## config.mk

```make
export PLATFORM = sky130hd
export DESIGN_NAME = integer_to_base_digits
export DESIGN_NICKNAME = d
export VERILOG_FILES = /design/src/hdl/itbd_pkg.sv /design/src/hdl/itbd_divider.sv /design/src/hdl/itbd_stack.sv /design/src/hdl/integer_to_base_digits.sv
export VERILOG_INCLUDE_DIRS = /design/src /design/src/hdl
export SDC_FILE = /design/constraint.sdc
export NUM_CORES = 1
export LEC_CHECK = 0
export ABC_CLOCK_PERIOD_IN_PS = 3850
export BUFFER_PORTS_ARGS = -buffer_cell sky130_fd_sc_hd__buf_2
export CAP_MARGIN = 40
export CORE_ASPECT_RATIO = 0.5
export CORE_UTILIZATION = 62
export CTS_CLUSTER_DIAMETER = 40
export CTS_CLUSTER_SIZE = 25
export DETAILED_ROUTE_END_ITERATION = 16
export GPL_TIMING_DRIVEN = 0
export PLACE_DENSITY = 0.8
export SYNTH_ARGS = -nofsm -noshare
export SYNTH_HDL_FRONTEND = slang
export SYNTH_SLANG_ARGS = --single-unit
```

## constraint.sdc

```tcl
create_clock -name clk -period 3.85 [get_ports clk]
set_clock_uncertainty 0.05 [all_clocks]
set_input_delay 0.5775 -clock clk [delete_from_list [all_inputs] [get_ports clk]]
set_output_delay 0.5775 -clock clk [all_outputs]
set_load 0.02 [all_outputs]
```

## src/hdl/integer_to_base_digits_defines.svh

```systemverilog
// Assertion macros shared by the integer-to-base-digits design
`ifndef INTEGER_TO_BASE_DIGITS_DEFINES_SVH
`define INTEGER_TO_BASE_DIGITS_DEFINES_SVH

// Same-cycle implication, checked out of reset
`define ITBD_ASSERT_NOW(label, clk, rst_n, ante, cons, msg) \
    label: assert property (@(posedge clk) disable iff (!rst_n) (ante) |-> (cons)) \
        else $error(msg);

// Next-cycle implication, checked out of reset
`define ITBD_ASSERT_NEXT(label, clk, rst_n, ante, cons, msg) \
    label: assert property (@(posedge clk) disable iff (!rst_n) (ante) |=> (cons)) \
        else $error(msg);

`endif

```

## src/hdl/itbd_pkg.sv

```systemverilog
// Shared types and constants for the integer-to-base-digits block
package itbd_pkg;

    localparam int RADIX_W = 6;
    localparam int DIGIT_W = 7;

    localparam logic [RADIX_W-1:0] RADIX_RESET = 6'd10;
    localparam logic [RADIX_W-1:0] RADIX_MIN   = 6'd2;
    localparam logic [RADIX_W-1:0] RADIX_MAX   = 6'd36;

    typedef struct packed {
        logic               done;
        logic [RADIX_W-1:0] remainder;
    } div_status_t;

endpackage

```

## src/hdl/itbd_divider.sv

```systemverilog
// Bit-serial restoring divider: magnitude by a small radix, one quotient bit per cycle
module itbd_divider #(
    parameter int VALUE_WIDTH = 32
) (
    input  logic                           clk,
    input  logic                           rst_n,
    input  logic                           start,
    input  logic [VALUE_WIDTH-1:0]         dividend,
    input  logic [itbd_pkg::RADIX_W-1:0]   divisor,
    output logic [VALUE_WIDTH-1:0]         quotient,
    output itbd_pkg::div_status_t          status
);
    import itbd_pkg::*;
    `include "integer_to_base_digits_defines.svh"

    localparam int STEP_W = (VALUE_WIDTH > 1) ? $clog2(VALUE_WIDTH) : 1;

    logic [VALUE_WIDTH-1:0] quo_reg;
    logic [RADIX_W-1:0]     rem_reg;
    logic [STEP_W-1:0]      step_reg;
    logic                   busy_reg;
    logic                   done_reg;

    logic [RADIX_W:0]       trial;
    logic                   fits;
    logic [RADIX_W:0]       diff;

    assign trial = {rem_reg, quo_reg[VALUE_WIDTH-1]};
    assign fits  = (trial >= {1'b0, divisor});
    assign diff  = trial - {1'b0, divisor};

    always_ff @(posedge clk or negedge rst_n)
    begin
        if (!rst_n)
        begin
            busy_reg <= 1'b0;
            done_reg <= 1'b0;
            step_reg <= '0;
        end
        else
        begin
            done_reg <= 1'b0;
            if (start)
            begin
                busy_reg <= 1'b1;
                step_reg <= STEP_W'(VALUE_WIDTH - 1);
            end
            else if (busy_reg)
            begin
                if (step_reg == '0)
                begin
                    busy_reg <= 1'b0;
                    done_reg <= 1'b1;
                end
                else
                begin
                    step_reg <= step_reg - 1'b1;
                end
            end
        end
    end

    always_ff @(posedge clk)
    begin
        if (start)
        begin
            quo_reg <= dividend;
            rem_reg <= '0;
        end
        else if (busy_reg)
        begin
            quo_reg <= {quo_reg[VALUE_WIDTH-2:0], fits};
            rem_reg <= fits ? diff[RADIX_W-1:0] : trial[RADIX_W-1:0];
        end
    end

    assign quotient         = quo_reg;
    assign status.done      = done_reg;
    assign status.remainder = rem_reg;

    `ITBD_ASSERT_NOW(a_no_restart, clk, rst_n, start, !busy_reg,
        "divider restarted while busy")
    `ITBD_ASSERT_NOW(a_rem_range, clk, rst_n, done_reg, rem_reg < divisor,
        "remainder not below divisor")

endmodule

```

## src/hdl/itbd_stack.sv

```systemverilog
// Digit stack memory: one write port, one registered read port
module itbd_stack #(
    parameter int DEPTH = 32
) (
    input  logic                           clk,
    input  logic                           we,
    input  logic [$clog2(DEPTH)-1:0]       waddr,
    input  logic [itbd_pkg::DIGIT_W-1:0]   wdata,
    input  logic                           re,
    input  logic [$clog2(DEPTH)-1:0]       raddr,
    output logic [itbd_pkg::DIGIT_W-1:0]   rdata
);
    import itbd_pkg::*;

    logic [DIGIT_W-1:0] mem [DEPTH];
    logic [DIGIT_W-1:0] rdata_reg;

    always_ff @(posedge clk)
    begin
        if (we)
        begin
            mem[waddr] <= wdata;
        end
    end

    always_ff @(posedge clk)
    begin
        if (re)
        begin
            rdata_reg <= mem[raddr];
        end
    end

    assign rdata = rdata_reg;

endmodule

```

## src/hdl/integer_to_base_digits.sv

```systemverilog
// Top level: signed integer to digits in a configurable base, most significant first
//
//  channel   direction  handshake                  beat contents
//  -------   ---------  -------------------------  ----------------------
//  input     in         start && !busy             value
//  result    out        digit_valid (1 cycle)      digit, last_digit
//  config    in         radix_we                   radix_wdata
//
// An item keeps busy high through a LOAD/WAIT divider pass for each digit, then through
// the EMIT state; a new start is not accepted until busy falls.
// Digits leave one per cycle, each in the cycle after its stack read.
// Reset clears the sequencer and sets radix to 10; the digit stack is not cleared.
// The receiver cannot stall; every beat is taken in the cycle it is shown.
module integer_to_base_digits #(
    parameter int VALUE_WIDTH = 32,
    parameter int MAX_DIGITS  = 32
) (
    input  logic                                 clk,
    input  logic                                 rst_n,
    input  logic                                 start,
    output logic                                 busy,
    input  logic signed [VALUE_WIDTH-1:0]        value,
    input  logic                                 radix_we,
    input  logic [itbd_pkg::RADIX_W-1:0]         radix_wdata,
    output logic                                 digit_valid,
    output logic signed [itbd_pkg::DIGIT_W-1:0]  digit,
    output logic                                 last_digit
);
    import itbd_pkg::*;
    `include "integer_to_base_digits_defines.svh"

    localparam int IDX_W = $clog2(MAX_DIGITS);
    localparam int CNT_W = $clog2(MAX_DIGITS + 1);

    typedef enum logic [1:0] {
        ST_IDLE,
        ST_LOAD,
        ST_WAIT,
        ST_EMIT
    } state_t;

    state_t                 state_reg,     state_next;
    logic [VALUE_WIDTH-1:0] quot_reg,      quot_next;
    logic                   neg_reg,       neg_next;
    logic [RADIX_W-1:0]     rdx_reg,       rdx_next;
    logic [CNT_W-1:0]       count_reg,     count_next;
    logic [IDX_W-1:0]       rd_idx_reg,    rd_idx_next;
    logic                   out_valid_reg, out_valid_next;
    logic                   out_last_reg,  out_last_next;
    logic [RADIX_W-1:0]     radix_reg;

    logic                   accept;
    logic [VALUE_WIDTH-1:0] value_u;
    logic [VALUE_WIDTH-1:0] magnitude;
    logic [RADIX_W-1:0]     radix_eff;

    logic                   div_start;
    logic [VALUE_WIDTH-1:0] div_quotient;
    div_status_t            div_status;

    logic                   push;
    logic [DIGIT_W-1:0]     push_digit;
    logic                   rd_en;
    logic [DIGIT_W-1:0]     rd_data;

    assign accept    = start && (state_reg == ST_IDLE);
    assign value_u   = value;
    assign magnitude = value_u[VALUE_WIDTH-1] ? (~value_u + 1'b1) : value_u;
    assign radix_eff = (radix_reg < RADIX_MIN) ? RADIX_MIN :
                       (radix_reg > RADIX_MAX) ? RADIX_MAX : radix_reg;

    assign div_start  = (state_reg == ST_LOAD);
    assign push       = (state_reg == ST_WAIT) && div_status.done;
    assign push_digit = neg_reg ? (~{1'b0, div_status.remainder} + 1'b1)
                                : {1'b0, div_status.remainder};
    assign rd_en      = (state_reg == ST_EMIT);

    always_ff @(posedge clk or negedge rst_n)
    begin
        if (!rst_n)
        begin
            radix_reg <= RADIX_RESET;
        end
        else if (radix_we)
        begin
            radix_reg <= radix_wdata;
        end
    end

    always_comb
    begin
        state_next     = state_reg;
        quot_next      = quot_reg;
        neg_next       = neg_reg;
        rdx_next       = rdx_reg;
        count_next     = count_reg;
        rd_idx_next    = rd_idx_reg;
        out_valid_next = 1'b0;
        out_last_next  = 1'b0;
        case (state_reg)
            ST_IDLE:
            begin
                if (start)
                begin
                    quot_next  = magnitude;
                    neg_next   = value_u[VALUE_WIDTH-1];
                    rdx_next   = radix_eff;
                    count_next = '0;
                    state_next = ST_LOAD;
                end
            end
            ST_LOAD:
            begin
                state_next = ST_WAIT;
            end
            ST_WAIT:
            begin
                if (div_status.done)
                begin
                    quot_next  = div_quotient;
                    count_next = count_reg + 1'b1;
                    if ((div_quotient == '0) || (count_reg == CNT_W'(MAX_DIGITS - 1)))
                    begin
                        rd_idx_next = count_reg[IDX_W-1:0];
                        state_next  = ST_EMIT;
                    end
                    else
                    begin
                        state_next = ST_LOAD;
                    end
                end
            end
            ST_EMIT:
            begin
                out_valid_next = 1'b1;
                out_last_next  = (rd_idx_reg == '0);
                if (rd_idx_reg == '0)
                begin
                    state_next = ST_IDLE;
                end
                else
                begin
                    rd_idx_next = rd_idx_reg - 1'b1;
                end
            end
            default:
            begin
                state_next = ST_IDLE;
            end
        endcase
    end

    always_ff @(posedge clk or negedge rst_n)
    begin
        if (!rst_n)
        begin
            state_reg     <= ST_IDLE;
            quot_reg      <= '0;
            neg_reg       <= 1'b0;
            rdx_reg       <= RADIX_RESET;
            count_reg     <= '0;
            rd_idx_reg    <= '0;
            out_valid_reg <= 1'b0;
            out_last_reg  <= 1'b0;
        end
        else
        begin
            state_reg     <= state_next;
            quot_reg      <= quot_next;
            neg_reg       <= neg_next;
            rdx_reg       <= rdx_next;
            count_reg     <= count_next;
            rd_idx_reg    <= rd_idx_next;
            out_valid_reg <= out_valid_next;
            out_last_reg  <= out_last_next;
        end
    end

    itbd_divider #(
        .VALUE_WIDTH (VALUE_WIDTH)
    ) u_divider (
        .clk      (clk),
        .rst_n    (rst_n),
        .start    (div_start),
        .dividend (quot_reg),
        .divisor  (rdx_reg),
        .quotient (div_quotient),
        .status   (div_status)
    );

    itbd_stack #(
        .DEPTH (MAX_DIGITS)
    ) u_stack (
        .clk   (clk),
        .we    (push),
        .waddr (count_reg[IDX_W-1:0]),
        .wdata (push_digit),
        .re    (rd_en),
        .raddr (rd_idx_reg),
        .rdata (rd_data)
    );

    assign busy        = (state_reg != ST_IDLE);
    assign digit_valid = out_valid_reg;
    assign digit       = rd_data;
    assign last_digit  = out_last_reg;

    `ITBD_ASSERT_NEXT(a_run_ends, clk, rst_n, out_valid_reg && out_last_reg, !out_valid_reg,
        "beat shown after the final digit")
    `ITBD_ASSERT_NOW(a_count_bound, clk, rst_n, 1'b1, count_reg <= CNT_W'(MAX_DIGITS),
        "digit count past stack depth")
    `ITBD_ASSERT_NEXT(a_accept_loads, clk, rst_n, accept, state_reg == ST_LOAD && count_reg == '0,
        "accepted item did not start a division")

endmodule

```

==> flow_summary.toml <==
[status]
outcome = "finished, violations left"
violations = "design-rule violations"

[worst_setup_path]
cp_max_fo = 10
crit_type = "reg2reg"
cp_slowest_cell = "clkbuf_1"
cpPeakStageDelay_ns = 0.61
arrival_ns = 3.73
cp-end-kind = "register"
path_cells = "buf_1 > clkbuf_1 > inv_1 > ha_1 > a21oi_1 > o2bb2ai_1 > a221o_1"
cp_top_family = "buffers and inverters"
worst-path-buf-inv = 3
start_kind = "register"
critPathRequiredTime_ns = 4.24

[final_layout]
fillers = 1456
insertedDiodeCount = 0
finalCoreUtilization_pct = 71.6
design_area_mm2 = 0.0166
final_common_cell = "edfxtp_1"
largest_reg_flops = 224
drive_above_1_share_pct = 16.6
areaGrowthSynthToFinish_pct = 11.7
finalNonFillerCells = 1474
fin_nets = 1203
mostFrequentLayoutCells = "edfxtp_1 (263), nand2_1 (161), nor2_1 (81), dfrtp_1 (63)"

[synthesis]
syn_inst = 1059
ys_types = 64
synth_edf_count = 263
yosysWarningCount = 0
synth_area_leaders = "edfxtp_1 (53%), dfrtp_1 (11%), mux4_2 (8.5%)"
synth-async-reset-ratio_pct = 19.9
netlist_area_mm2 = 0.0148
synth-seq-cells = 336
synth_top_area_share_pct = 53.3
synth-main-ff-cell = "edfxtp_1"
syn_nets = 1116
syn_avg_cell_area_um2 = 14.0
yosysTopAreaCell = "edfxtp_1"
ys_seq_area_share_pct = 65.4

[hold_path]
min_path_type = "in2reg"

[detailed_routing]
post_drt_wl_per_cell_um = 23.4
viasPerCell = 6.56
wl_mm = 34.5
drt.antenna.violating_nets = 0
drtPass1Iterations = 12
vias = 9666
drc_errors = 1
drt-initial-drc-count = 1292

[clocking]
numClockSinks = 336
cts_buffer_depth = 3
path_clk_slew_ns = 0.08
cts_tree = "built"
worstSkewPairLatency_ns = 0.57
root_buffer = "clkbuf_16"
cts-buffers-inserted = 27
htree_levels = 1

[die]
core_area_mm2 = 0.0231
dieHeight_um = 111
dieArea_mm2 = 0.0246
start_util_pct = 64.1
rows = 39
dieWidth_um = 221
io_pins = 52

[global_routing]
grt_pass1_vias = 9815
grtUsageTotal_pct = 29.3
grt-busiest-layer = "met2"
antenna_found_initial = 0
grt_pass1_wl_mm = 54.4
grt_util_met1_pct = 41.2
grt_max_degree = 62
met3_usage_pct = 6.28
overflow = 0
grt_use_met2_pct = 46.1

[pwr]
vdd_drop_max_v = 0.000539
power_density_mw_per_mm2 = 777
p_total_mw = 12.9
leakage_nw = 5.89

[sta]
whs_ns = 0.193
setup_violations = 0
max_freq_mhz = 299
slew_headroom_pct = 43.1
worst_pin_slew_ns = 0.854
drv_slew = 0
hold_viol_final = 0
fin_tns_setup_ns = 0
rsz0062_at_grt = "no"
layout_setup_ws_ns = 0.507
post-route-period-util_pct = 86.8
period_needed_ns = 3.34

[place]
place_ws_ns = 0.698
routabilityCongestion = 0.903
port_buffers = 48
dp.cells = 1423
dpl_cell_area_mm2 = 0.0156
dp_hpwl_mm = 22.8

[flow_run]
drv_cap = 0
[cell type report]
cell class | instances | area [µm²] | area share, %
Inverter | 25 | 93.8 | 0.567
Timing Repair Buffer | 58 | 410 | 2.48
Tap cell | 307 | 384 | 2.32
Clock buffer | 34 | 732 | 4.42
Multi-Input combinational cell | 641 | 4840 | 29.2
Clock inverter | 16 | 175 | 1.06
Sequential cell | 336 | 9700 | 58.6
Buffer | 57 | 225 | 1.36
[worst paths after layout]
check                                    start             to  slack, ns  depth (start not counted)
worst max-delay path             rd_idx_reg[1]  rd_idx_reg[0]       0.51                          7
worst min-delay path            radix_wdata[2]   radix_reg[2]       0.19                          3
worst max register to register   rd_idx_reg[1]  rd_idx_reg[0]       0.51                          7
worst min register to register      rdx_reg[1]     rdx_reg[1]       0.43                          2
max in group asynchronous                rst_n   radix_reg[3]       2.81                          3
min in group asynchronous                rst_n   quot_reg[20]       0.35                          2
[layer usage]
layer	part of all wire [%]	vias to the layer above
li1	-	4190
met1	40	4792
met2	48	586
met3	9.4	98
met4	3.4	0
met5	0	-
[where the power goes]
part           switching, mW  internal, mW  leakage (nW)  total [mW]
Combinational           2.73          1.70          2.16        4.43
Clock                   1.39          1.42         0.435        2.81
Sequential             0.445          5.17          3.30        5.61
Total                   4.57          8.29          5.89        12.9
[cell families after synthesis]
kind of cell / synth area share [%]
XOR/XNOR: 2.13
adder cells (fa/ha/maj): 1.38
flip-flops: 65.4
AND/OR/NAND/NOR: 10.7
buffers and inverters: 2.15
AO/OA/AOI/OAI: 6.79
multiplexers: 11.4
[timing repair]
action | CTS | global route
buffers inserted | 0 | 0
gates resized for setup | 0 | 0
hold buffers | 1 | 0
endpoints found under the hold margin | 6 | 0
[cells in the mapped netlist (3+ instances only)]
cell type and instances:
a211oi_1 4, a21oi_1 23, a221oi_1 14, a22o_1 10
a31oi_1 6, and2_1 3, and3_1 6, buf_1 6
buf_2 9, clkbuf_1 42, dfrtp_1 63, dfstp_2 4
dfxtp_1 6, edfxtp_1 263, ha_1 14, inv_1 24
mux2_2 5, mux2i_1 37, mux4_2 56, nand2_1 161
nand2b_1 7, nand3_1 7, nand3b_1 4, nand4_1 8
nor2_1 81, nor2b_1 8, nor3_1 12, nor4_1 16
nor4b_1 4, o211a_1 3, o21ai_0 39, o221ai_1 6
o22ai_1 6, o31ai_1 10, o41ai_1 3, o41ai_2 3
or2_2 5, or3_1 7, or4_1 7, xnor2_1 12
xor2_1 24
[worst min-delay path: cells and delay by family]
family / cells / cell delay [ns]
AO/OA/AOI/OAI: 1 / 0.06
buffers and inverters: 1 / 0.08
AND/OR/NAND/NOR: 1 / 0.04
Power figures use the tool's default switching activity.
